**src/rtl/olist_pkg.sv**
```systemverilog
// olist_pkg: shared types and codes for the ordered value list
// item structs, opcode and status codes, controller/datapath command and status
// no dependencies
package olist_pkg;

  typedef enum logic [1:0] {
    OP_APPEND = 2'd0,
    OP_DUMP   = 2'd1,
    OP_SEARCH = 2'd2,
    OP_DELETE = 2'd3
  } opcode_e;

  typedef enum logic [2:0] {
    ST_OK       = 3'd0,
    ST_FOUND    = 3'd1,
    ST_NOTFOUND = 3'd2,
    ST_EMPTY    = 3'd3,
    ST_FULL     = 3'd4
  } status_e;

  // source of the result value
  typedef enum logic [1:0] {
    VSEL_ECHO  = 2'd0,
    VSEL_ENTRY = 2'd1,
    VSEL_ZERO  = 2'd2
  } vsel_e;

  typedef struct packed {
    opcode_e            opcode;
    logic signed [31:0] operand_value;
  } in_item_t;

  typedef struct packed {
    logic signed [31:0] item_value;
    status_e            status;
    logic               last;
  } out_item_t;

  // controller to datapath
  typedef struct packed {
    logic    load;
    logic    walk_init;
    logic    shift_init;
    logic    rd_issue;
    logic    wr_append;
    logic    wr_shift;
    logic    cnt_inc;
    logic    cnt_dec;
    logic    emit;
    vsel_e   vsel;
    status_e status;
    logic    last;
  } ctrl_cmd_t;

  // datapath to controller
  typedef struct packed {
    opcode_e op;
    logic    count_zero;
    logic    full;
    logic    idx_lt_count;
    logic    rvalid;
    logic    match;
    logic    rlast;
  } dp_stat_t;

endpackage

```
**src/rtl/ordered_value_list.sv**
```systemverilog
// ordered_value_list: top level of the bounded ordered list of signed values
// joins the controller and the datapath
// depends on olist_pkg, olist_ctrl, olist_dp (and olist_ram below it)
//
// Usage
//   Input: drive in_item_i and raise start; the item is taken at a rising edge
//   with start high and busy low. Opcodes: append, dump, search, delete first
//   match. Results appear on result_o for one cycle each, marked by
//   result_valid_o; result_o.last marks the final result of an item. The
//   receiver cannot stall the block, so every strobe is a delivered result.
//   Sequence: busy holds from the accepting edge until the last result of the
//   item is on the ports, which happens in the first cycle with busy low, so
//   the next item can be taken while that result is still on the ports.
//     append, or any item on an empty list: ends after the dispatch state
//     search: walks up to the first match, or to the tail on a miss
//     dump: one result per entry, one per cycle
//     delete: walks to the first match, then moves each later entry one
//       place down to close the gap (no move when the tail matches); a miss walks the whole list
//   The walk and the gap closing go one entry per cycle through the single
//   read port of the entry ram; the worst case is a delete that hits any
//   entry but the tail of a full list.
//   Reset empties the list at once: the fill count, walk index, read tracking,
//   result strobe and control state are cleared, the entry ram is not swept.
module ordered_value_list #(
  parameter int unsigned DEPTH = 16
) (
  input  logic                 clk_i,
  input  logic                 rst_ni,
  input  logic                 start,
  output logic                 busy,
  input  olist_pkg::in_item_t  in_item_i,
  output logic                 result_valid_o,
  output olist_pkg::out_item_t result_o
);

  import olist_pkg::*;

  ctrl_cmd_t cmd;
  dp_stat_t  stat;

  olist_ctrl u_ctrl (
    .clk_i  (clk_i),
    .rst_ni (rst_ni),
    .start  (start),
    .stat_i (stat),
    .busy_o (busy),
    .cmd_o  (cmd)
  );

  olist_dp #(
    .DEPTH (DEPTH)
  ) u_dp (
    .clk_i          (clk_i),
    .rst_ni         (rst_ni),
    .in_item_i      (in_item_i),
    .cmd_i          (cmd),
    .stat_o         (stat),
    .result_valid_o (result_valid_o),
    .result_o       (result_o)
  );

  // an accepted item keeps the block busy on the next cycle
  a_accept_busy: assert property (@(posedge clk_i) disable iff (!rst_ni)
    (start && !busy) |=> busy)
    else $error("block not busy after accepting an item");

  // only dump entries may come without last
  a_last_single: assert property (@(posedge clk_i) disable iff (!rst_ni)
    (result_valid_o && result_o.status != ST_OK) |-> result_o.last)
    else $error("non-entry result without last");

  // never grow the list past its depth
  a_no_overfill: assert property (@(posedge clk_i) disable iff (!rst_ni)
    cmd.cnt_inc |-> !stat.full)
    else $error("append into a full list");

  // no ram write while a shift read is missing
  a_shift_write: assert property (@(posedge clk_i) disable iff (!rst_ni)
    cmd.wr_shift |-> (stat.rvalid && !cmd.wr_append))
    else $error("shift write without read data");

endmodule

```
**src/rtl/olist_ram.sv**
```systemverilog
// olist_ram: generic single write port, single read port ram
// registered read data, no reset on storage
// no dependencies
module olist_ram #(
  parameter int unsigned WIDTH = 32,
  parameter int unsigned DEPTH = 16,
  localparam int unsigned AW = (DEPTH > 1) ? $clog2(DEPTH) : 1
) (
  input  logic             clk_i,
  input  logic             we_i,
  input  logic [AW-1:0]    waddr_i,
  input  logic [WIDTH-1:0] wdata_i,
  input  logic             re_i,
  input  logic [AW-1:0]    raddr_i,
  output logic [WIDTH-1:0] rdata_o
);

  logic [WIDTH-1:0] mem_q [DEPTH];
  logic [WIDTH-1:0] rdata_q;

  // write port
  always_ff @(posedge clk_i) begin
    if (we_i) begin
      mem_q[waddr_i] <= wdata_i;
    end
  end

  // registered read port
  always_ff @(posedge clk_i) begin
    if (re_i) begin
      rdata_q <= mem_q[raddr_i];
    end
  end

  assign rdata_o = rdata_q;

endmodule

```
**src/rtl/olist_ctrl.sv**
```systemverilog
// olist_ctrl: sequencing state machine of the ordered value list
// drives datapath commands from datapath status
// depends on olist_pkg
module olist_ctrl (
  input  logic                  clk_i,
  input  logic                  rst_ni,
  input  logic                  start,
  input  olist_pkg::dp_stat_t   stat_i,
  output logic                  busy_o,
  output olist_pkg::ctrl_cmd_t  cmd_o
);

  import olist_pkg::*;

  localparam logic [1:0] S_IDLE  = 2'd0;
  localparam logic [1:0] S_DISP  = 2'd1;
  localparam logic [1:0] S_WALK  = 2'd2;
  localparam logic [1:0] S_SHIFT = 2'd3;

  logic [1:0] state_q, state_d;

  // state register
  always_ff @(posedge clk_i or negedge rst_ni) begin
    if (!rst_ni) begin
      state_q <= S_IDLE;
    end else begin
      state_q <= state_d;
    end
  end

  assign busy_o = (state_q != S_IDLE);

  // next state and commands
  always_comb begin
    state_d    = state_q;
    cmd_o      = '0;
    cmd_o.vsel = VSEL_ECHO;
    cmd_o.status = ST_OK;
    cmd_o.last = 1'b1;
    case (state_q)
      S_IDLE: begin
        if (start) begin
          cmd_o.load = 1'b1;
          state_d    = S_DISP;
        end
      end
      S_DISP: begin
        case (stat_i.op)
          OP_APPEND: begin
            cmd_o.emit = 1'b1;
            if (stat_i.full) begin
              cmd_o.status = ST_FULL;
            end else begin
              cmd_o.wr_append = 1'b1;
              cmd_o.cnt_inc   = 1'b1;
            end
            state_d = S_IDLE;
          end
          OP_DUMP, OP_SEARCH: begin
            if (stat_i.count_zero) begin
              cmd_o.emit   = 1'b1;
              cmd_o.status = ST_EMPTY;
              cmd_o.vsel   = (stat_i.op == OP_DUMP) ? VSEL_ZERO : VSEL_ECHO;
              state_d      = S_IDLE;
            end else begin
              cmd_o.walk_init = 1'b1;
              state_d         = S_WALK;
            end
          end
          default: begin
            if (stat_i.count_zero) begin
              cmd_o.emit   = 1'b1;
              cmd_o.status = ST_NOTFOUND;
              state_d      = S_IDLE;
            end else begin
              cmd_o.walk_init = 1'b1;
              state_d         = S_WALK;
            end
          end
        endcase
      end
      S_WALK: begin
        if (stat_i.op == OP_DUMP) begin
          // one entry out per returned read
          cmd_o.rd_issue = stat_i.idx_lt_count;
          if (stat_i.rvalid) begin
            cmd_o.emit = 1'b1;
            cmd_o.vsel = VSEL_ENTRY;
            cmd_o.last = stat_i.rlast;
            if (stat_i.rlast) begin
              state_d = S_IDLE;
            end
          end
        end else begin
          // compare each returned entry, stop at first match or at the tail
          cmd_o.rd_issue = stat_i.idx_lt_count &&
                           !(stat_i.rvalid && (stat_i.match || stat_i.rlast));
          if (stat_i.rvalid && stat_i.match) begin
            if (stat_i.op == OP_SEARCH) begin
              cmd_o.emit   = 1'b1;
              cmd_o.status = ST_FOUND;
              state_d      = S_IDLE;
            end else begin
              cmd_o.shift_init = 1'b1;
              state_d          = S_SHIFT;
            end
          end else if (stat_i.rvalid && stat_i.rlast) begin
            cmd_o.emit   = 1'b1;
            cmd_o.status = ST_NOTFOUND;
            state_d      = S_IDLE;
          end
        end
      end
      S_SHIFT: begin
        // read entry i+1, write it back at i on the next cycle
        cmd_o.rd_issue = stat_i.idx_lt_count;
        cmd_o.wr_shift = stat_i.rvalid;
        if (!stat_i.idx_lt_count && !stat_i.rvalid) begin
          cmd_o.cnt_dec = 1'b1;
          cmd_o.emit    = 1'b1;
          state_d       = S_IDLE;
        end
      end
      default: begin
        state_d = S_IDLE;
      end
    endcase
  end

endmodule

```
**src/rtl/olist_dp.sv**
```systemverilog
// olist_dp: datapath of the ordered value list
// entry ram, fill count, walk index, read tracking and result register
// depends on olist_pkg and olist_ram
module olist_dp #(
  parameter int unsigned DEPTH = 16
) (
  input  logic                  clk_i,
  input  logic                  rst_ni,
  input  olist_pkg::in_item_t   in_item_i,
  input  olist_pkg::ctrl_cmd_t  cmd_i,
  output olist_pkg::dp_stat_t   stat_o,
  output logic                  result_valid_o,
  output olist_pkg::out_item_t  result_o
);

  import olist_pkg::*;

  localparam int unsigned AW = (DEPTH > 1) ? $clog2(DEPTH) : 1;
  localparam int unsigned CW = $clog2(DEPTH + 1);

  opcode_e     op_q;
  logic [31:0] value_q;
  logic [CW-1:0] count_q;
  logic [CW-1:0] idx_q;
  logic          rvalid_q;
  logic [AW-1:0] ridx_q;
  logic          res_valid_q;
  out_item_t     res_q;

  logic          we;
  logic [AW-1:0] waddr;
  logic [31:0]   wdata;
  logic [31:0]   rdata;

  // latch the accepted item
  always_ff @(posedge clk_i) begin
    if (cmd_i.load) begin
      op_q    <= in_item_i.opcode;
      value_q <= in_item_i.operand_value;
    end
  end

  // fill count, walk index and read tracking
  always_ff @(posedge clk_i or negedge rst_ni) begin
    if (!rst_ni) begin
      count_q  <= '0;
      idx_q    <= '0;
      rvalid_q <= 1'b0;
    end else begin
      if (cmd_i.cnt_inc) begin
        count_q <= count_q + CW'(1);
      end else if (cmd_i.cnt_dec) begin
        count_q <= count_q - CW'(1);
      end
      if (cmd_i.walk_init) begin
        idx_q <= '0;
      end else if (cmd_i.shift_init) begin
        idx_q <= CW'(ridx_q) + CW'(1);
      end else if (cmd_i.rd_issue) begin
        idx_q <= idx_q + CW'(1);
      end
      rvalid_q <= cmd_i.rd_issue;
    end
  end

  // address of the data on the read port
  always_ff @(posedge clk_i) begin
    if (cmd_i.rd_issue) begin
      ridx_q <= idx_q[AW-1:0];
    end
  end

  // ram write: append at the tail or move an entry one place down
  assign we    = cmd_i.wr_append | cmd_i.wr_shift;
  assign waddr = cmd_i.wr_append ? count_q[AW-1:0] : (ridx_q - AW'(1));
  assign wdata = cmd_i.wr_append ? value_q : rdata;

  olist_ram #(
    .WIDTH (32),
    .DEPTH (DEPTH)
  ) u_ram (
    .clk_i   (clk_i),
    .we_i    (we),
    .waddr_i (waddr),
    .wdata_i (wdata),
    .re_i    (cmd_i.rd_issue),
    .raddr_i (idx_q[AW-1:0]),
    .rdata_o (rdata)
  );

  // status to the controller
  assign stat_o.op           = op_q;
  assign stat_o.count_zero   = (count_q == '0);
  assign stat_o.full         = (count_q == CW'(DEPTH));
  assign stat_o.idx_lt_count = (idx_q < count_q);
  assign stat_o.rvalid       = rvalid_q;
  assign stat_o.match        = (rdata == value_q);
  assign stat_o.rlast        = ((CW'(ridx_q) + CW'(1)) == count_q);

  // result strobe
  always_ff @(posedge clk_i or negedge rst_ni) begin
    if (!rst_ni) begin
      res_valid_q <= 1'b0;
    end else begin
      res_valid_q <= cmd_i.emit;
    end
  end

  // result payload
  always_ff @(posedge clk_i) begin
    if (cmd_i.emit) begin
      case (cmd_i.vsel)
        VSEL_ENTRY: res_q.item_value <= rdata;
        VSEL_ZERO:  res_q.item_value <= '0;
        default:    res_q.item_value <= value_q;
      endcase
      res_q.status <= cmd_i.status;
      res_q.last   <= cmd_i.last;
    end
  end

  assign result_valid_o = res_valid_q;
  assign result_o       = res_q;

endmodule
```
**config.mk**
```make
export PLATFORM = sky130hd
export DESIGN_NAME = ordered_value_list
export DESIGN_NICKNAME = d
export VERILOG_FILES = /design/src/rtl/olist_pkg.sv /design/src/rtl/ordered_value_list.sv /design/src/rtl/olist_ram.sv /design/src/rtl/olist_ctrl.sv /design/src/rtl/olist_dp.sv
export SDC_FILE = /design/constraint.sdc
export NUM_CORES = 1
export LEC_CHECK = 0
export ABC_AREA = 1
export BUFFER_PORTS_ARGS = -buffer_cell sky130_fd_sc_hd__buf_2
export CAP_MARGIN = 10
export CORE_ASPECT_RATIO = 1.75
export CORE_UTILIZATION = 30
export CTS_CLUSTER_SIZE = 28
export DETAILED_ROUTE_END_ITERATION = 12
export PLACE_DENSITY = 0.49
export SLEW_MARGIN = 10
export SYNTH_ARGS = -nofsm -noshare
export SYNTH_HDL_FRONTEND = slang
export SYNTH_SLANG_ARGS = --single-unit
```
**constraint.sdc**
```tcl
create_clock -name clk_i -period 4.6 [get_ports clk_i]
set_clock_uncertainty 0.2 [all_clocks]
set_input_delay 0 -clock clk_i [delete_from_list [all_inputs] [get_ports clk_i]]
set_output_delay 0 -clock clk_i [all_outputs]
set_load 0.1 [all_outputs]
```
==> run summary, run 1 <==
The run finished with clean final reports. The total of max-cap violations is 0. Summed over all failing endpoints, the final setup total negative slack is 0 ps. The final period utilization is 75.6%, and the total internal power is 12000 uW. The relative max-transition margin is 35.5%, and the final weighted congestion in routability-driven placement is 0.946. The full die area is 0.0875 mm2, and the routed wire length is 76700 um. For this configuration, the core starts out at a cell density of 30.3%.

For the estimated wirelength of the detail-placed design, the log shows 47900 um. For the clock latency on the worst-skew pair, the log shows 620 ps. The share of final-layout standard cells stronger than drive strength 1 came out at 12.3%.

The logs give 54 for the number of buffers added by the clock tree synthesis step and 0 for the remaining global-route overflow. The largest voltage drop on the vdd net was 352 uV; the global-route wire length before repair was 112000 um. In this run, synthesis inferred 618 flip-flops with an integrated enable. The post-route antenna net violation count came out at 0. Setup repair after global routing left no endpoint under its margin.

For the core region area, the log shows 0.0855 mm2. The area of all sequential standard cells is 0.0189 mm2, and the count of boundary I/O pins is 75. The Yosys step of the flow raised 0 warnings. Synthesis produced a netlist with a net count of 2126. The run gives 17200 as the via count of the first global-routing pass. After synthesis the cells add up to 0.0259 mm2.

A synthesized cell averages 12.5 um2. Leaving out fill and tap cells, the most frequent cell in the layout is edfxtp_1. The number of synthesized register bits is 632. The logs give 167 for the pin count of the biggest net entering global routing and 73.0% for the sequential element share of the synthesized area. After the first detailed-routing iteration, the DRC count stood at 1482. In this run the worst hold path is classified as input port to flop. Once the clock tree was built, the resizer swapped 0 gates to a different size. The total of hold buffers inserted after clock tree synthesis is 68. Of all nets on the critical path, the largest fanout is 20. Before antenna repair, the detailed router went through 5 iterations.

Across all register-to-register paths, the minimum setup slack is 1120 ps. Clock sink total: 632. The final hold violation count is 0.

The die is 391 um tall. The slew of the pin with the lowest slew margin came out at 967 ps. The diode insertion count for antenna repair was 0; the fraction of power consumed by sequential logic was 41.2%. The startpoint identified for the worst register-to-register timing path is u_ctrl.state_q[1]$_DFFE_PN0P_. Buffers placed on the I/O ports in this run total 74. In this run the static leakage power is 0.0105 uW. The tree is rooted in a clkbuf_16. The library cells used most frequently in the layout, excluding fill and tap cells, are 618 x edfxtp_1, 288 x nand2_1, 280 x o21ai_0.

The run gives 0 as the count of endpoints failing setup in the final report. First element of the critical path: u_ctrl.state_q[1]$_DFFE_PN0P_. In the routed design, unresolved DRC markers number 0. Data on the critical path arrives at its endpoint at 3560 ps.

In this run, the combinational gates consume 34.3% of the power. Counting the fill cells in the layout gives 8240. Dividing total power by cell area gives a power density of 638 mW/mm2. Across all layers, the routed design uses 17100 vias. The run gives 1180 ps as the worst slack after detailed placement.

The count of different cell masters after synthesis was 42; the post-synthesis instance total was 2068. Global routing used 17.3% of the available tracks across all layers. The tools report the net switching component of the power as 7490 uW. The category of the worst setup path launch point is a flop. The completed layout was analyzed and its total power is 19500 uW.

The maximum buffer depth of the clock tree is 3, and the wire length per cell is 22.4 um. The overall die width is 224 um. The proportion of power drawn by the clock network was 24.5%; the layout-stage area growth over the synthesis result was 17.8%. The clock-pin slew on the worst setup and hold paths was 70 ps; the share of flip-flops with an asynchronous set or reset was 2.22%. Across all setup checks in the final design, the least slack found is 1120 ps.

STA classifies the critical path endpoint as a flop. The initial antenna violation count came out at 0. Once the clock tree was built, the setup fixing pass inserted 0 buffers. The logs give 142 for the placement row count and 0 for the total count of max-transition violations in the final report. Net switching is 38.5% of the power. In the routed layout, each cell is associated on average with a via count of 4.99.

TritonCTS built the clock tree. The H-tree was split into 2 levels. The multi-input combinational cells in the finished layout cover a total of 0.00624 mm2.

Among all flip-flop cells after synthesis, the most frequent one is edfxtp_1. The tools report the source of the worst hold timing path as in_item_i[12]. The worst setup path is of the flop to flop kind. Timing would allow up to 287 MHz. The tools report the required time at the worst-slack endpoint as 4680 ps.

At the end of the flow, the number of nets in the layout was 2286. The shortest clock period the worst path allows after layout came out at 3480 ps.
## cells by family (layout without fill, tap and decap cells)
kind of cell               count (synthesis)  in the layout  synth area share (%)
AOI/OAI and AO/OA                        566            566                  12.3
buffers and inverters                    222            424                  3.38
and+or+nand+nor                          610            610                  9.66
xor gates and xnor gates                  17             17                 0.604
adders and majority gates                 21             21                  1.04
DFF                                      632            632                  73.0
## power groups by stage
stage,clock (uW),sequential (uW),combinational [uW]
global placement,0,8130,6580
finish,4780,8020,6670
floorplan,0,8290,3670
global route,5040,8070,7240
CTS,4880,8020,6700
detailed placement,0,8140,6650
## final timing paths
| kind | to | depth (start not counted) |
|---|---|---|
| max in group asynchronous | u_dp.idx_q[0]$_DFFE_PN0P_ | 3 |
| worst min register to register | u_dp.count_q[0]$_DFFE_PN0P_ | 1 |
| min in group asynchronous | u_dp.count_q[4]$_DFFE_PN0P_ | 3 |
| worst max register to register | u_dp.u_ram.mem_q[1][27]$_DFFE_PP_ | 9 |
| worst max-delay path | u_dp.u_ram.mem_q[1][27]$_DFFE_PP_ | 9 |
| worst min-delay path | u_dp.value_q[12]$_DFFE_PP_ | 2 |
## flip-flops by register name, summed over array words and instances (netlist names)
name                 count
u_dp.count_q             5
u_dp.value_q            32
u_dp.result_o           36
u_dp.idx_q               5
u_dp.ridx_q              4
u_ctrl.state_q           2
u_dp.rvalid_q            1
u_dp.u_ram.rdata_o      32
u_dp.u_ram.mem_q       512
u_dp.op_q                2
u_dp.result_valid_o      1
## cell usage after synthesis (2+ instances only)
cell type	n	share of area [%]
nor2_2	4	0.097
inv_2	7	0.10
xor2_1	9	0.30
o221ai_1	64	2.2
a21oi_1	142	2.7
o22ai_1	64	1.5
nand3_2	3	0.12
buf_1	12	0.17
nand3_1	61	1.2
nor2_1	225	3.3
nand2_1	290	4.2
inv_1	100	1.4
nand2_4	2	0.087
o21ai_1	8	0.15
ha_1	20	0.97
nor3_1	4	0.077
nand2_2	2	0.048
buf_2	27	0.52
o21ai_0	281	5.4
xnor2_1	7	0.24
a21boi_0	2	0.058
nand3b_1	5	0.14
clkbuf_1	73	1.1
edfxtp_1	618	72
dfrtp_1	14	1.4
clkinv_1	2	0.029
nand4_1	7	0.17
## cell type report
class | count | area share [%]
Timing Repair Buffer | 217 | 5.50
Sequential cell | 632 | 62.0
Multi-Input combinational cell | 1214 | 20.5
Inverter | 109 | 1.36
Clock buffer | 65 | 4.63
Tap cell | 1152 | 4.73
Clock inverter | 33 | 1.29
## worst max-delay path, cell delays in order, from the launching register on
cell,delay (ps)
dfrtp_1,420
inv_1,120
ha_1,230
nand2_1,120
inv_1,110
nand2_4,130
o21ai_0,400
nand3_1,410
nor2_4,580
buf_4,400
## per-stage QoR
stage / instance area, um2 / utilization (%) / std cells / hold slack (ps)
CTS: 30500 / 35.7 / 3422 / 6.19
global placement: 28000 / 32.8 / 3256 / -250
finish: 30500 / 35.7 / 3422 / 36.0
global route: 30500 / 35.7 / 3422 / 35.1
floorplan: 25900 / - / 2068 / -496
detailed placement: 28000 / 32.8 / 3256 / -247
## metal layers
layer / vias up / global-route usage, % / wire length, um
met5: - / 0 / 0
met3: 162 / 1.56 / 3060
met2: 520 / 31.6 / 39600
li1: 7856 / - / -
met4: 0 / 9.22 / 4070
met1: 8546 / 20.0 / 30000
No activity file was read; power rests on OpenSTA's default activity.
==> inputs of run 2 (changes only) <==
--- a/config.mk
+++ b/config.mk
@@ -5,7 +5,7 @@
 export SDC_FILE = /design/constraint.sdc
 export NUM_CORES = 1
 export LEC_CHECK = 0
-export ABC_AREA = 1
+export ABC_AREA = 0
 export BUFFER_PORTS_ARGS = -buffer_cell sky130_fd_sc_hd__buf_2
 export CAP_MARGIN = 10
 export CORE_ASPECT_RATIO = 1.75
==> constraint.sdc (replaced) <==
create_clock -name clk_i -period 3.6 [get_ports clk_i]
set_clock_uncertainty 0.2 [all_clocks]
set_input_delay 0 -clock clk_i [delete_from_list [all_inputs] [get_ports clk_i]]
set_output_delay 0 -clock clk_i [all_outputs]
set_load 0.1 [all_outputs]
==> run 2 against run 1 <==
Effect of this change:
- via count decreased by 25%
- global-route usage decreased by 1.5 points
- core utilization increased by 0.29 points
- register-to-register slack got worse by 1000 ps
- first-iteration DRC count decreased by 21%
- die area decreased by 2.8%
- largest cell class unchanged
==> run summary, run 2 <==
The worst setup path is launched from a flop. The flow ran to the end, and the final reports show no timing, DRC or antenna violations. The power per standard cell area came out at 723 mW/mm2 (+13%). Slew of the pin with the lowest slew margin: 1020 ps (+53.6 ps). Number of vias per cell after detailed routing: 4.95 (-0.80%). The clock latency on the worst-skew pair is 620 ps (about the same). The run gives 90 ps (-1030 ps) as the slack of the worst reg-to-reg path.

Starting utilization of the core area: 30.2% (-0.057 points). For the pin count of the biggest net entering global routing, the log shows 133 (-20%). The share of flip-flops with an asynchronous set or reset is 2.22% (unchanged). Biggest area consumer among synthesized cells: edfxtp_1. The tools report the kind of end point of the critical path as a flop.

The netlist area before placement is 0.0252 mm2 (-2.8%). The critical path in this run is classified as flop to flop. The count of boundary I/O pins came out at 75 (unchanged). The y dimension of the die came out at 385 um (-1.4%). The required time at the worst-slack endpoint was 3760 ps (-920 ps). The tools report the number of vias after detailed routing as 12800 (-25%).

Leaving out fill and tap cells, the most frequent cells in the layout are 618 x edfxtp_1, 177 x nand2_1, 160 x mux4_2. The commonest non-fill, non-tap cell in the layout was edfxtp_1. The sequential element share of the synthesized area was 75.1% (+2.1 points); the final period utilization was 97.4% (+22 points). Ranked by flip-flop count, first place goes to u_dp.u_ram.mem_q.

The routed wire length is 67000 um (-13%). The count of endpoints failing setup in the final report was 0 (unchanged). The run gives 1524 (-33%) as the net total in the final layout. The count of input and output buffers is 74 (unchanged), and the largest fanout on the critical path is 21 (+5.0%). The overall die width was 221 um (-1.4%); the worst slack after detailed placement was 109 ps (-1070 ps).

The switching part of the total was 31.1% (-7.4 points); the area fraction of the dominant cell type after synthesis was 73.7% (+2.1 points). The arrival time at the worst endpoint was 3670 ps (+110 ps); the fraction of power consumed by sequential logic was 45.4% (+4.2 points). The post-route antenna net violation count was 0 (unchanged); the area of all sequential standard cells was 0.0189 mm2 (unchanged).

The tools report the total of max-cap violations as 0 (unchanged). The tools report the total internal power as 14900 uW (+25%). The clock sink total is 632 (unchanged). The clock-pin slew on the worst setup and hold paths was 70 ps (about the same); the net switching component of the power was 6720 uW (-10%). Share of final-layout standard cells stronger than drive strength 1: 26.0% (+14 points).

The maximum buffer depth of the clock tree was 3 (unchanged). The multi-input combinational cell area is 0.00610 mm2 (-2.3%). The net count after synthesis is 1343 (-37%). TritonCTS built the clock tree.

The tools report the post-CTS resize count as 0 (unchanged). The count of different cell masters after synthesis is 49 (+17%). The tools report the number of DRC violations after detailed routing as 0 (unchanged). The wire length per cell works out to 26.0 um (+16%). The number of detailed-route iterations in the first pass is 5 (unchanged). The placement row count was 140 (-1.4%).

The logs give 0.00950 uW (-9.3%) for the leakage power summed over all cells and 0 (unchanged) for the final hold violation count. Depth of the CTS H-tree: 2 (unchanged). The logs give 517 uV (+47%) for the largest voltage drop on the vdd net and 93.6 ps (-1030 ps) for the slack of the critical path. Among all cell types in the netlist, the one instantiated most often is edfxtp_1. The first element of the critical path is u_dp.u_ram.rdata_o[21]$_DFFE_PP_. In the synthesized netlist the dominant register cell turns out to be edfxtp_1. Number of synthesized register bits: 632 (unchanged). The logs give 1175 (-21%) for the initial detailed-routing violation count and 7631 (-7.4%) for the number of fill cells in the layout. The fraction of power consumed by combinational cells was 26.4% (-7.9 points); the final weighted congestion in routability-driven placement was 0.821 (-13%). The total power after layout came out at 21600 uW (+11%). Yosys attributes the largest share of cell area to edfxtp_1 74%, mux4_2 14%, nand2_1 2.6%, dfrtp_1 1.4%, xnor2_1 1.2%.

The tools report the relative max-transition margin as 31.6% (-3.9 points). The logs give 0 ps (unchanged) for the setup TNS and 1285 (-38%) for the post-synthesis instance total. The proportion of power drawn by the clock network is 28.2% (+3.7 points), and the estimated wirelength of the detail-placed design is 39200 um (-18%). The number of enable-type register cells in the synthesized netlist works out to 618 (unchanged).

Ranked by instance count, the synthesized netlist is headed by 618 x edfxtp_1, 177 x nand2_1, 160 x mux4_2. The layout-stage area growth over the synthesis result works out to 18.9%. The worst hold path belongs to the class input port to flop. The full die area was 0.0851 mm2 (-2.8%). Setup repair after global routing left no endpoint under its margin.

The number of buffers added by the clock tree synthesis step is 54 (unchanged). The tools report the global-route wire length before repair as 95900 um (-15%). The shortest clock period the worst path allows after layout works out to 3510 ps (+27.2 ps). The total count of max-transition violations in the final report is 0 (unchanged), and the core region area is 0.0832 mm2 (-2.6%). The logs give 13300 (-22%) for the via count of the first global-routing pass and 0 (unchanged) for the remaining global-route overflow.

The aggregate global-route resource usage is 15.8% (-1.5 points), and the maximum operating frequency is 285 MHz (-0.78%). Worst hold slack: 134 ps (+97.5 ps). The tools report the yosys synthesis warning count as 0 (unchanged). The number of flip-flops in the largest register is 512 (unchanged), and the mean instance size in the synthesized netlist is 19.6 um2 (+56%). The initial antenna violation count is 4 (+4). The root buffer cell chosen for the clock tree is clkbuf_16. The startpoint identified for the worst hold timing path is start. In this run the critical register-to-register path is launched from u_dp.u_ram.rdata_o[21]$_DFFE_PP_.
[run 2: per-stage QoR]
stage	cell area [um2]	util, %	cells
finish	29900	36.0	2578
global route	29900	36.0	2578
CTS	29900	36.0	2576
detailed placement	27400	32.9	2404
global placement	27400	32.9	2404
floorplan	25200	-	1285
[run 2: repair_timing]
| item | CTS | global route |
|---|---|---|
| buffers inserted | 0 | 0 |
| hold buffers | 71 | 0 |
| endpoints found under the hold margin | 65 | 0 |
[run 2: final timing paths]
kind | endpoint | cells past startpoint
setup / recovery | u_dp.result_o[34]$_DFFE_PP_ | 8
hold / removal | u_ctrl.state_q[0]$_DFFE_PN0P_ | 4
setup reg to reg | u_dp.result_o[34]$_DFFE_PP_ | 8
hold reg to reg | u_dp.count_q[4]$_DFFE_PN0P_ | 1
max in group asynchronous | u_dp.idx_q[1]$_DFFE_PN0P_ | 3
min in group asynchronous | u_dp.result_valid_o$_DFF_PN0_ | 3
[run 2: layout make-up]
type	count	area share, %
Sequential cell	632	63.2
Multi-Input combinational cell	573	20.4
Timing Repair Buffer	184	5.55
Clock buffer	64	4.74
Tap cell	1065	4.45
Clock inverter	37	1.41
Inverter	21	0.263
Antenna cell	2	0.0167
[run 2: power by group through the flow]
stage | Clock [uW] | Combinational, uW | Sequential, uW
floorplan | 0 | 3410 | 10300
global placement | 0 | 5730 | 9970
detailed placement | 0 | 5800 | 9980
CTS | 6250 | 5870 | 9830
global route | 6490 | 6110 | 9880
finish | 6110 | 5710 | 9820
[run 2: kinds of logic after synthesis]
group                    synth area share [%]
buffers and inverters                    1.19
AND/OR/NAND/NOR                          4.61
adder cells (fa/ha/maj)                  1.07
AO/OA/AOI/OAI                            1.86
multiplexers                             14.5
XOR/XNOR                                 1.64
flip-flops                               75.1
[run 2: worst max-delay path, stage by stage (launching register included)]
cell and delay (ps):
edfxtp_1 430, xor2_1 200, or4b_1 520, or4_1 550, or3_4 430, mux2i_1 140
a221oi_1 440, a21oi_4 160, buf_12 190
[run 2: per-layer routing]
layer  vias to the layer above  global-route usage [%]  routed length (um)
li1                       5515                       -                   -
met1                      6839                    18.5               25900
met2                       329                    30.0               36700
met3                        81                    1.80                2650
met4                         4                    4.86                1710
met5                         -                       0                  27
